`config.mk`:
```
export PLATFORM = sky130hd
export DESIGN_NAME = marching_squares_cell_classifier_core
export DESIGN_NICKNAME = d
export VERILOG_FILES = /design/src/rtl/msqc_pkg.sv /design/src/rtl/msqc_front.sv /design/src/rtl/msqc_queue.sv /design/src/rtl/msqc_back.sv /design/src/rtl/marching_squares_cell_classifier_core.sv
export VERILOG_INCLUDE_DIRS = /design/src /design/src/rtl
export SDC_FILE = /design/constraint.sdc
export NUM_CORES = 1
export LEC_CHECK = 0
export ABC_AREA = 1
export BUFFER_PORTS_ARGS = -buffer_cell sky130_fd_sc_hd__buf_4
export CORE_UTILIZATION = 40
export CTS_BUF_LIST = sky130_fd_sc_hd__clkbuf_2
export DETAILED_ROUTE_END_ITERATION = 8
export PLACE_DENSITY_LB_ADDON = 0.3
export SLEW_MARGIN = 20
export SYNTH_ARGS = -nofsm -noshare
export SYNTH_HDL_FRONTEND = slang
export SYNTH_SLANG_ARGS = --single-unit
```
`constraint.sdc`:
```
create_clock -name clock -period 22.4 [get_ports clock]
set_input_delay 0 -clock clock [delete_from_list [all_inputs] [get_ports clock]]
set_output_delay 0 -clock clock [all_outputs]
set_load 0.005 [all_outputs]
```
`src/rtl/marching_squares_cell_classifier_core_defines.svh`:
```
// Assertion macros for the marching squares cell classifier core.
`ifndef MARCHING_SQUARES_CELL_CLASSIFIER_CORE_DEFINES_SVH
`define MARCHING_SQUARES_CELL_CLASSIFIER_CORE_DEFINES_SVH

`ifndef SYNTHESIS
// Property that must hold at every clock edge outside reset.
`define MSQC_ASSERT_ALWAYS(lbl, expr, msg) \
   lbl: assert property (@(posedge clock) disable iff (reset) (expr)) else $error(msg);
// Antecedent implies consequent in the same cycle.
`define MSQC_ASSERT_IMPL(lbl, ante, cons, msg) \
   lbl: assert property (@(posedge clock) disable iff (reset) (ante) |-> (cons)) \
      else $error(msg);
`else
`define MSQC_ASSERT_ALWAYS(lbl, expr, msg)
`define MSQC_ASSERT_IMPL(lbl, ante, cons, msg)
`endif

`endif

```
`src/rtl/msqc_pkg.sv`:
```
// Shared types and constants of the marching squares cell classifier.
package msqc_pkg;

   // configuration register indexes
   localparam logic [1:0] CSR_THRESHOLD_SIGMA  = 2'd0;
   localparam logic [1:0] CSR_CELLS_PER_ROW    = 2'd1;
   localparam logic [1:0] CSR_CELLS_PER_COLUMN = 2'd2;

   localparam logic [7:0] SIGMA_RESET = 8'd200;
   localparam logic [8:0] CELLS_RESET = 9'd256;

   localparam int QUEUE_DEPTH = 4;
   localparam int QUEUE_PTR_W = 2;
   localparam int QUEUE_CNT_W = 3;

   // one classified sample point on its way to the back end
   typedef struct packed {
      logic       above;
      logic       pt_bit;
      logic       emit;
      logic       frame_end;
      logic [7:0] cell_row;
      logic [7:0] cell_col;
   } cell_entry_type;

   typedef struct packed {
      logic full;
      logic empty;
   } queue_status_type;

endpackage

```
`src/rtl/msqc_front.sv`:
```
// Front end: accepts sample points, thresholds them, tracks position, keeps the line buffer.
module msqc_front #(
   parameter int MAX_CELLS_ACROSS = 256,
   parameter int MAX_CELLS_DOWN   = 256,
   localparam int ACC_W  = $clog2(MAX_CELLS_ACROSS + 1),
   localparam int DN_W   = $clog2(MAX_CELLS_DOWN + 1)
) (
   input  logic                     clock,
   input  logic                     reset,
   input  logic                     req_valid,
   output logic                     req_stall,
   input  logic [7:0]               req_red,
   input  logic [7:0]               req_green,
   input  logic [7:0]               req_blue,
   input  logic [7:0]               sigma,
   input  logic [ACC_W-1:0]         cols_lim,
   input  logic [DN_W-1:0]          rows_lim,
   input  msqc_pkg::queue_status_type q_stat,
   output logic                     ent_valid,
   output msqc_pkg::cell_entry_type ent
);

   localparam int FILL_W = $clog2(MAX_CELLS_ACROSS + 2);
   localparam int DEPTH  = MAX_CELLS_ACROSS + 1;

   logic [ACC_W-1:0]  col_ff, col_in;
   logic [DN_W-1:0]   row_ff, row_in;
   logic [FILL_W-1:0] fill_ff, fill_in;
   logic              stage_valid_ff, stage_valid_in;
   msqc_pkg::cell_entry_type stage_ff, stage_in;
   logic              line_rd_ff;
   logic              line_mem [DEPTH];

   logic        accept;
   logic [9:0]  sum;
   logic [9:0]  thr;
   logic        row_end;
   logic        frame_end;
   logic        pt_bit;
   logic [31:0] row_m1;
   logic [31:0] col_m1;

   assign req_stall = stage_valid_ff && q_stat.full;
   assign accept    = req_valid && !req_stall;

   // mean <= sigma  <=>  sum < 3*sigma + 3
   assign sum       = 10'(req_red) + 10'(req_green) + 10'(req_blue);
   assign thr       = 10'(sigma) * 10'd3 + 10'd3;
   assign row_end   = col_ff >= cols_lim;
   assign frame_end = row_end && (row_ff >= rows_lim);
   assign pt_bit    = !frame_end && (sum < thr);
   assign row_m1    = 32'(row_ff) - 32'd1;
   assign col_m1    = 32'(col_ff) - 32'd1;

   always_comb begin
      col_in         = col_ff;
      row_in         = row_ff;
      fill_in        = fill_ff;
      stage_in       = stage_ff;
      stage_valid_in = accept || (stage_valid_ff && q_stat.full);
      if (accept) begin
         if (row_end) begin
            col_in = '0;
            row_in = frame_end ? '0 : row_ff + DN_W'(1);
         end else begin
            col_in = col_ff + ACC_W'(1);
         end
         // line buffer is always written from entry 0 upward, so a fill count marks valid data
         if (32'(col_ff) == 32'(fill_ff)) begin
            fill_in = fill_ff + FILL_W'(1);
         end
         stage_in.above     = 32'(col_ff) < 32'(fill_ff);
         stage_in.pt_bit    = pt_bit;
         stage_in.emit      = (row_ff != '0) && (col_ff != '0);
         stage_in.frame_end = frame_end;
         stage_in.cell_row  = row_m1[7:0];
         stage_in.cell_col  = col_m1[7:0];
      end
   end

   always_ff @(posedge clock) begin
      if (reset) begin
         col_ff         <= '0;
         row_ff         <= '0;
         fill_ff        <= '0;
         stage_valid_ff <= 1'b0;
      end else begin
         col_ff         <= col_in;
         row_ff         <= row_in;
         fill_ff        <= fill_in;
         stage_valid_ff <= stage_valid_in;
      end
   end

   always_ff @(posedge clock) begin
      stage_ff <= stage_in;
   end

   // read-before-write on the same entry: the read returns the upper row's bit
   always_ff @(posedge clock) begin
      if (accept) begin
         line_mem[col_ff] <= pt_bit;
         line_rd_ff       <= line_mem[col_ff];
      end
   end

   always_comb begin
      ent       = stage_ff;
      ent.above = stage_ff.above && line_rd_ff;
   end
   assign ent_valid = stage_valid_ff;

endmodule

```
`src/rtl/msqc_queue.sv`:
```
// Short queue between the front and back ends.
module msqc_queue (
   input  logic                       clock,
   input  logic                       reset,
   input  logic                       push_valid,
   input  msqc_pkg::cell_entry_type   push_data,
   input  logic                       pop,
   output logic                       head_valid,
   output msqc_pkg::cell_entry_type   head,
   output msqc_pkg::queue_status_type q_stat
);

   logic [msqc_pkg::QUEUE_PTR_W-1:0] wr_ptr_ff, wr_ptr_in;
   logic [msqc_pkg::QUEUE_PTR_W-1:0] rd_ptr_ff, rd_ptr_in;
   logic [msqc_pkg::QUEUE_CNT_W-1:0] count_ff, count_in;
   msqc_pkg::cell_entry_type         slot_ff [msqc_pkg::QUEUE_DEPTH];
   logic push;
   logic do_pop;

   assign q_stat.full  = count_ff == msqc_pkg::QUEUE_CNT_W'(msqc_pkg::QUEUE_DEPTH);
   assign q_stat.empty = count_ff == '0;
   assign push         = push_valid && !q_stat.full;
   assign do_pop       = pop && !q_stat.empty;
   assign head_valid   = !q_stat.empty;
   assign head         = slot_ff[rd_ptr_ff];

   always_comb begin
      wr_ptr_in = push   ? wr_ptr_ff + msqc_pkg::QUEUE_PTR_W'(1) : wr_ptr_ff;
      rd_ptr_in = do_pop ? rd_ptr_ff + msqc_pkg::QUEUE_PTR_W'(1) : rd_ptr_ff;
      count_in  = count_ff + msqc_pkg::QUEUE_CNT_W'(push) - msqc_pkg::QUEUE_CNT_W'(do_pop);
   end

   always_ff @(posedge clock) begin
      if (reset) begin
         wr_ptr_ff <= '0;
         rd_ptr_ff <= '0;
         count_ff  <= '0;
      end else begin
         wr_ptr_ff <= wr_ptr_in;
         rd_ptr_ff <= rd_ptr_in;
         count_ff  <= count_in;
      end
   end

   always_ff @(posedge clock) begin
      if (push) begin
         slot_ff[wr_ptr_ff] <= push_data;
      end
   end

endmodule

```
`src/rtl/msqc_back.sv`:
```
// Back end: forms the cell case index from neighbor bits and holds the result beat.
module msqc_back (
   input  logic                     clock,
   input  logic                     reset,
   input  logic                     head_valid,
   input  msqc_pkg::cell_entry_type head,
   output logic                     pop,
   output logic                     rsp_valid,
   input  logic                     rsp_stall,
   output logic [3:0]               rsp_case_index,
   output logic [7:0]               rsp_cell_row,
   output logic [7:0]               rsp_cell_col,
   output logic                     rsp_frame_done
);

   logic       rsp_valid_ff, rsp_valid_in;
   logic       left_ff, left_in;
   logic       upper_left_ff, upper_left_in;
   logic [3:0] case_ff, case_in;
   logic [7:0] row_ff, row_in;
   logic [7:0] col_ff, col_in;
   logic       done_ff, done_in;
   logic       out_free;

   assign out_free = !rsp_valid_ff || !rsp_stall;
   assign pop      = head_valid && out_free;

   always_comb begin
      rsp_valid_in  = rsp_valid_ff;
      left_in       = left_ff;
      upper_left_in = upper_left_ff;
      case_in       = case_ff;
      row_in        = row_ff;
      col_in        = col_ff;
      done_in       = done_ff;
      if (out_free) begin
         rsp_valid_in = pop && head.emit;
      end
      if (pop) begin
         upper_left_in = head.above;
         left_in       = head.pt_bit;
         case_in       = {upper_left_ff, head.above, head.pt_bit, left_ff};
         row_in        = head.cell_row;
         col_in        = head.cell_col;
         done_in       = head.frame_end;
      end
   end

   always_ff @(posedge clock) begin
      if (reset) begin
         rsp_valid_ff  <= 1'b0;
         left_ff       <= 1'b0;
         upper_left_ff <= 1'b0;
      end else begin
         rsp_valid_ff  <= rsp_valid_in;
         left_ff       <= left_in;
         upper_left_ff <= upper_left_in;
      end
   end

   always_ff @(posedge clock) begin
      case_ff <= case_in;
      row_ff  <= row_in;
      col_ff  <= col_in;
      done_ff <= done_in;
   end

   assign rsp_valid      = rsp_valid_ff;
   assign rsp_case_index = case_ff;
   assign rsp_cell_row   = row_ff;
   assign rsp_cell_col   = col_ff;
   assign rsp_frame_done = done_ff;

endmodule

```
`src/rtl/marching_squares_cell_classifier_core.sv`:
```
// Marching squares cell classifier: top level with configuration registers.
// Throughput one sample point per cycle while req_stall is low; the line buffer takes one read and one write per beat.
// A point passes the front stage register, the queue and the back end's result register before its beat shows on rsp.
// Reset: position, line buffer fill count, queue and output cleared; registers to defaults.
// The line buffer itself is not cleared; entries past the fill count read as zero.
`include "marching_squares_cell_classifier_core_defines.svh"
module marching_squares_cell_classifier_core #(
   parameter int MAX_CELLS_ACROSS = 256,
   parameter int MAX_CELLS_DOWN   = 256
) (
   input  logic       clock,
   input  logic       reset,
   input  logic       req_valid,
   output logic       req_stall,
   input  logic [7:0] req_red,
   input  logic [7:0] req_green,
   input  logic [7:0] req_blue,
   output logic       rsp_valid,
   input  logic       rsp_stall,
   output logic [3:0] rsp_case_index,
   output logic [7:0] rsp_cell_row,
   output logic [7:0] rsp_cell_col,
   output logic       rsp_frame_done,
   input  logic       csr_wr_en,
   input  logic [1:0] csr_index,
   input  logic [8:0] csr_data
);

   localparam int ACC_W = $clog2(MAX_CELLS_ACROSS + 1);
   localparam int DN_W  = $clog2(MAX_CELLS_DOWN + 1);

   logic [7:0] sigma_ff, sigma_in;
   logic [8:0] cols_cfg_ff, cols_cfg_in;
   logic [8:0] rows_cfg_ff, rows_cfg_in;

   logic [ACC_W-1:0] cols_lim;
   logic [DN_W-1:0]  rows_lim;

   logic                       ent_valid;
   msqc_pkg::cell_entry_type   ent;
   logic                       pop;
   logic                       head_valid;
   msqc_pkg::cell_entry_type   head;
   msqc_pkg::queue_status_type q_stat;

   always_comb begin
      sigma_in    = sigma_ff;
      cols_cfg_in = cols_cfg_ff;
      rows_cfg_in = rows_cfg_ff;
      if (csr_wr_en) begin
         unique case (csr_index)
            msqc_pkg::CSR_THRESHOLD_SIGMA:  sigma_in    = csr_data[7:0];
            msqc_pkg::CSR_CELLS_PER_ROW:    cols_cfg_in = csr_data;
            msqc_pkg::CSR_CELLS_PER_COLUMN: rows_cfg_in = csr_data;
            default: ;
         endcase
      end
   end

   always_ff @(posedge clock) begin
      if (reset) begin
         sigma_ff    <= msqc_pkg::SIGMA_RESET;
         cols_cfg_ff <= msqc_pkg::CELLS_RESET;
         rows_cfg_ff <= msqc_pkg::CELLS_RESET;
      end else begin
         sigma_ff    <= sigma_in;
         cols_cfg_ff <= cols_cfg_in;
         rows_cfg_ff <= rows_cfg_in;
      end
   end

   // zero counts as one cell, oversize saturates to the buffer size
   always_comb begin
      if (cols_cfg_ff == '0) begin
         cols_lim = ACC_W'(1);
      end else if (32'(cols_cfg_ff) > MAX_CELLS_ACROSS) begin
         cols_lim = ACC_W'(MAX_CELLS_ACROSS);
      end else begin
         cols_lim = ACC_W'(cols_cfg_ff);
      end
      if (rows_cfg_ff == '0) begin
         rows_lim = DN_W'(1);
      end else if (32'(rows_cfg_ff) > MAX_CELLS_DOWN) begin
         rows_lim = DN_W'(MAX_CELLS_DOWN);
      end else begin
         rows_lim = DN_W'(rows_cfg_ff);
      end
   end

   msqc_front #(
      .MAX_CELLS_ACROSS(MAX_CELLS_ACROSS),
      .MAX_CELLS_DOWN  (MAX_CELLS_DOWN)
   ) u_front (
      .clock    (clock),
      .reset    (reset),
      .req_valid(req_valid),
      .req_stall(req_stall),
      .req_red  (req_red),
      .req_green(req_green),
      .req_blue (req_blue),
      .sigma    (sigma_ff),
      .cols_lim (cols_lim),
      .rows_lim (rows_lim),
      .q_stat   (q_stat),
      .ent_valid(ent_valid),
      .ent      (ent)
   );

   msqc_queue u_queue (
      .clock     (clock),
      .reset     (reset),
      .push_valid(ent_valid),
      .push_data (ent),
      .pop       (pop),
      .head_valid(head_valid),
      .head      (head),
      .q_stat    (q_stat)
   );

   msqc_back u_back (
      .clock         (clock),
      .reset         (reset),
      .head_valid    (head_valid),
      .head          (head),
      .pop           (pop),
      .rsp_valid     (rsp_valid),
      .rsp_stall     (rsp_stall),
      .rsp_case_index(rsp_case_index),
      .rsp_cell_row  (rsp_cell_row),
      .rsp_cell_col  (rsp_cell_col),
      .rsp_frame_done(rsp_frame_done)
   );

   `MSQC_ASSERT_ALWAYS(a_queue_full_empty, !(q_stat.full && q_stat.empty), "queue full and empty")
   `MSQC_ASSERT_IMPL(a_rsp_from_queue, $rose(rsp_valid), $past(head_valid), "beat without entry")
   `MSQC_ASSERT_IMPL(a_ready_after_reset, $past(reset), !req_stall, "stall right after reset")

endmodule
```
Yosys cells after proc, flatten, opt, wreduce, memory -nomap -nowiden
Memory sizes are Yosys's and may differ from the RTL's. A register that Yosys moved wholly into a read port is not among the register bits.
Cells that the tools add are included.
{ "op_classes": {"addsub": 12, "mul": 1, "magnitude_cmp": 6, "eq_ne": 4, "muxes": 12, "reduce_logical": 29} }
{ "ops": {"columns": ["op", "count"], "rows": [
  ["$mux W9", 6],
  ["$add A9 B1 Y9 const B", 3],
  ["$ge A9 B9 Y1", 2],
  ["$gt A9 B9 Y1 const B", 2],
  ["$logic_not A9 Y1", 2],
  ["$reduce_bool A9 Y1", 2],
  ["$sub A8 B1 Y8 const B", 2],
  ["$add A10 B2 Y10 const B", 1],
  ["$add A10 B8 Y10", 1],
  ["$logic_and A1 B1 Y1", 10],
  ["$lt A10 B10 Y1", 1],
  ["$mul A8 B2 Y10 const B", 1],
  ["$reduce_and A2 Y1", 5],
  ["$add A8 B8 Y9", 1],
  ["$eq A9 B9 Y1", 1],
  ["$lt A9 B9 Y1", 1],
  ["$logic_not A1 Y1", 6],
  ["$add A2 B1 Y2 const B", 2],
  ["$mux W1", 4],
  ["$mux W2", 2],
  ["$add A3 B1 Y3", 1],
  ["$eq A3 B3 Y1 const B", 1],
  ["$logic_not A3 Y1", 1],
  ["$sub A3 B1 Y3", 1],
  ["4 further kinds", 5]
]} }
{ "word_totals": {"reg_bits": 105, "ramBits": 337, "input_bits": 40, "out_inout_bits": 23, "n_memories": 2} }
{ "mem_list": {"columns": ["memory", "depth", "word_bits", "read_ports", "rd_ports_with_merged_regs", "wr", "line", "text"], "rows": [
  ["u_front.line_mem", 257, 1, 1, 1, 1, "msqc_front.sv:32", "logic line_mem [DEPTH];"],
  ["u_queue.slot_ff", 4, 20, 1, 1, 1, "msqc_queue.sv:16", "msqc_pkg::cell_entry_type slot_ff [msqc_pkg::QUEUE_DEPTH];"]
]} }

Longest topological paths before layout
{ "depth": {"ltp_word": 7, "ltp_mapped": 23, "depth_no_buf": 23} }

Cells and area by module
A second synthesis with hierarchy kept.
{ "unflattened": {"cells_unflattened": 2265, "area_unflattened_um2": 21314.2} }
{ "modules_own_cells": {"columns": ["mod", "n_inst", "cells_per_inst", "area_each_um2", "seq_area_each_um2"], "rows": [
  ["msqc_front", 1, 1809, 16051.6, 8908.5],
  ["msqc_queue", 1, 262, 3424.5, 2582.5],
  ["marching_squares_cell_classifier_core", 1, 155, 1074.8, 520.5],
  ["msqc_back", 1, 39, 763.2, 690.7]
]} }

Worst setup path before layout
No wires, ideal clock.
{ "synth_timing": {"kind": "input to register", "start": "input req_red[0]", "end": "register u_front.stage_ff, in the netlist u_front.ent[18] (data pin)", "setup_ns": 1.412, "arrival_time_ns": 8.617, "path_slack_ns": 12.370, "path_stages": 19, "path_buffers": 0, "path_cell_list": "ha_1 -> inv_1 -> fa_1 -> o21ai_0 -> xnor2_1 -> inv_1 -> ha_1 -> nand2_1 -> o21ai_0 -> a21oi_1 -> o21bai_1 -> a21oi_1 -> nor2_1 -> ha_1 -> nand2_1 -> nor2_1 -> o211ai_1 -> o2111ai_1 -> nor2_1"} }
{ "synth_via": {"elab_chain_len": 4} }
{ "synth_rtl": {"columns": ["item", "line", "text"], "rows": [
  ["from (decl)", "marching_squares_cell_classifier_core.sv:15", "input logic [7:0] req_red,"],
  ["$add A8 B8 Y9", "msqc_front.sv:47", "assign sum = 10'(req_red) + 10'(req_green) + 10'(req_blue);"],
  ["$add A10 B8 Y10", "msqc_front.sv:47", null],
  ["$lt A10 B10 Y1", "msqc_front.sv:51", "assign pt_bit = !frame_end && (sum < thr);"],
  ["$logic_and A1 B1 Y1", "msqc_front.sv:51", null],
  ["via u_front.pt_bit", "msqc_front.sv:39", "logic pt_bit;"],
  ["to (signal assigned)", "msqc_front.sv:96", "stage_ff <= stage_in;"],
  ["to (decl)", "msqc_front.sv:30", "msqc_pkg::cell_entry_type stage_ff, stage_in;"]
]} }
The timed path passes the listed nets, and every way through them passes these cells.
A chain may end at the register's enable or synchronous reset.

Worst setup path after layout
{ "layout_timing": {"start": "register sigma_ff[2]", "end": "memory u_front.line_mem[212] (data pin)"} }
{ "layout_via": {"elab_chain_len": 4} }
{ "layout_rtl": {"columns": ["item", "line", "text"], "rows": [
  ["from (decl)", "marching_squares_cell_classifier_core.sv:32", "logic [7:0] sigma_ff, sigma_in;"],
  ["from (signal assigned)", "marching_squares_cell_classifier_core.sv:62", "sigma_ff <= msqc_pkg::SIGMA_RESET;"],
  ["from (signal assigned)", "marching_squares_cell_classifier_core.sv:66", "sigma_ff <= sigma_in;"],
  ["$mul A8 B2 Y10", "msqc_front.sv:48", "assign thr = 10'(sigma) * 10'd3 + 10'd3;"],
  ["$add A10 B2 Y10", "msqc_front.sv:48", null],
  ["$lt A10 B10 Y1", "msqc_front.sv:51", null],
  ["$logic_and A1 B1 Y1", "msqc_front.sv:51", null],
  ["via u_front.pt_bit", "msqc_front.sv:39", null],
  ["to (decl)", "msqc_front.sv:32", null]
]} }
The timed path passes the listed nets, and every way through them passes these cells.

==> flow_summary.yaml <==
routing:
  drcViolationCount: 0
  ant_nets: 0
  vias_per_cell: 5.02
  wl_per_cell_um: 16.2
  drt_iter0_markers: 1077
  dr.pass1.iters: 5
  wirelength_um: 51700
  vias: 16000
global_route:
  antenna_found_initial: 3
  grt_first_pass_wirelength_um: 82200
  overflow: 0
  track_usage_pct: 19.4
  first_global_vias: 16000
  grt_max_degree: 120
critical_path:
  crit_top_cell: "nand2_1"
  path_buf_inv: 3
  worstSetupPathType: "register to register"
  critical_path_arrival_ps: 5710
  crit_path_top_delay_cell: "buf_4"
  cp.required_ps: 23170
  crit_path_start_kind: "register"
  critPathTopFamily: "buffers and inverters"
  critPathMaxFanout: 119
  rrSetupSlack_ps: 17460
  end_kind: "register"
  worstPathCellList: "ha_1 > ha_1 > a21oi_1 > nand2_1 > nand2_1 > nand2_1 > nand2_1 > nand2_1 > a21o_1 > a21oi_1 > xor2_1 > ha_1 > nand2_1 > nor2_1 > o211ai_1 > o2111ai_1 > dlygate4sd3_1 > nor2_4 > buf_12 > buf_4"
  slowest_delay_ps: 790
synth:
  synth_seq_cells: 445
  synth_top_area_share_pct: 53.6
  yosys-top-cells-count: "nor2_1 (522), nand2_1 (498), edfxtp_1 (379)"
  synth.yosys.seq_area_share_pct: 59.8
  yosys.cell_count.top_type: "nor2_1"
  ys_types: 38
  ys_warn_count: 0
  synthTopCellsByArea: "edfxtp_1 (54%), nor2_1 (9.2%), nand2_1 (8.8%)"
  synth_edf_count: 379
  synthCells: 2266
  synth_fp_nets: 2392
  synthesis.area_sq_um: 21200
  synth_flop_cell: "edfxtp_1"
  synth.avg_cell_area_sq_um: 9.37
  synthArstFlopShare_pct: 0
  yosys.area.top_type: "edfxtp_1"
timing:
  period_share_pct: 22.0
  finalSetupViolCount: 0
  rsz0062_at_grt: "false"
  tightest_slew_ps: 1140
  setup_ws_ps: 17460
  final_hold_viol_count: 0
  slew_headroom_pct: 24.0
  post-route-min-period_ps: 4940
  slew_viol_final: 0
  setup_tns_ps: 0
  skew_ps: 96.2
  fmax_mhz: 203
layout:
  fin_area_sq_um: 23900
  nFillCells: 5118
  multi_input_area_sq_um: 7330
  areaGrowthSynthToFinish_pct: 12.6
  seq_area_sq_um: 12700
  drive_gt1_share_pct: 12.1
  nets: 2546
pwr:
  seq_power_share_pct: 52.1
  p_sw_share_pct: 31.1
  ir_drop_v: 0.0000558
  switchingPower_uw: 631
  combPwrFrac_pct: 20.7
  internal-power_uw: 1400
  power.density_nw_per_um2: 84.8
  p_clk_share_pct: 27.2
  p_leak_uw: 0.00953
floorplan:
  die_w_um: 232
  die_h_um: 232
  num_rows: 84
  core_region_area_sq_um: 52400
  ioPinCount: 63
  start_util_pct: 40.5
  dieArea_sq_um: 54000
cts:
  cts_sinks: 445
  htreeDepth: 3
  worstSkewPairLatency_ps: 1120
  cts_tree: "built"
  clockRootBuffer: "clkbuf_2"
  clkTransAtPathRegs_ps: 110
  postCtsSetupBuffers: 0
  clockBufferDepth: 3
  cts_made_buffers: 112
placed_design:
  dp_hpwl_um: 29400
  pre_cts_slack_ps: 17070
  place_area_sq_um: 22300
  numPortBuffers: 62
  gp_congestion: 0.837
run_status:
  status: "complete, no violations"
min_path:
  hp-class: "input pin to register"
flow_run:
  max_cap_viol_count: 0
-- kinds of logic after synthesis --
family / synth area share [%]
AOI/OAI and AO/OA: 6.60
xor gates and xnor gates: 1.53
adders and majority gates: 5.17
buffers and inverters: 5.78
DFF: 59.8
and+or+nand+nor: 21.1
-- state kept, by name (all words and copies together) (netlist names), 2 cells and up, named ones only --
signal,flops
sigma_ff,8
u_queue.rd_ptr_ff,2
u_back.rsp_cell_row,8
u_queue.count_ff,3
u_queue.wr_ptr_ff,2
u_back.rsp_cell_col,8
u_back.rsp_case_index,4
u_front.row_ff,9
u_front.fill_ff,9
u_queue.slot_ff,80
u_front.col_ff,9
u_front.ent,19
rows_cfg_ff,9
cols_cfg_ff,9
u_front.line_mem,257
-- stage by stage --
step	total power [uW]	util, %	cells	hold WS (ps)
global route	2150	45.6	3193	288
global placement	1470	42.5	2935	229
CTS	2050	45.5	3190	216
detailed placement	1490	42.5	2935	237
finish	2030	45.6	3193	344
floorplan	1360	-	2266	69.1
-- final timing paths --
| path | to | startpoint | cells after the start |
|---|---|---|---|
| setup / recovery | u_front.line_mem[212] | sigma_ff[2] | 20 |
| hold / removal | u_back.rsp_valid | rsp_stall | 5 |
| setup reg to reg | u_front.line_mem[212] | sigma_ff[2] | 20 |
| hold reg to reg | u_back.rsp_case_index[0] | u_back.left_ff | 0 |
-- cells in the final DEF, fill, tap and decap left out, drive strengths merged, types with 2 or more instances in the layout --
cell type,n
nand3b,2
o22ai,21
ha,83
edfxtp,379
dlygate4sd3,58
o21bai,5
nor3,15
dfxtp,66
a21o,3
inv,192
diode,2
nor2,524
o21ai,159
fa,3
nand4,16
buf,87
nand3,70
nor3b,3
nand2,500
xor2,25
xnor2,12
o211ai,7
nor4,5
clkbuf,186
clkinv,12
a21oi,60
a211oi,2
o21a,3
-- power groups by stage --
stage,sequential [uW],clock (uW),combinational [uW]
final,1060,551,420
after global routing,1060,612,476
after CTS,1060,571,421
after detailed placement,1080,0,410
after global placement,1070,0,398
after floorplan,1090,0,263
-- layout make-up --
cell class | count | area share (%)
flip-flops and latches | 445 | 53.2
well taps | 688 | 3.60
clock inverters | 11 | 0.361
inverters | 195 | 3.07
repair buffers | 145 | 5.21
clock buffers | 186 | 3.89
multi-input cells | 1521 | 30.7
diodes | 2 | 0.0209
-- worst register-to-register path, stage by stage (launching register included) --
cell and delay [ps]:
dfxtp_1 410, ha_1 260, ha_1 360, a21oi_1 180, nand2_1 70, nand2_1 80
nand2_1 50, nand2_1 50, nand2_1 80, a21o_1 160, a21oi_1 140, xor2_1 170
ha_1 250, nand2_1 80, nor2_1 60, o211ai_1 80, o2111ai_1 110, dlygate4sd3_1 610
nor2_4 290, buf_12 250, buf_4 810
-- metal layers --
metal | vias to the layer above | part of all wire [%] | global-route usage (%)
met5 | - | 0.025 | 0
met4 | 2 | 2.4 | 7.55
met3 | 102 | 5.7 | 3.96
met2 | 427 | 49 | 33.6
met1 | 7682 | 43 | 23.7
li1 | 7823 | - | -
-- what timing repair did --
action	CTS	global route
resized for setup	0	0
hold buffers	58	0
hold endpoints to repair	157	0
(Power assumes the default switching activity.)
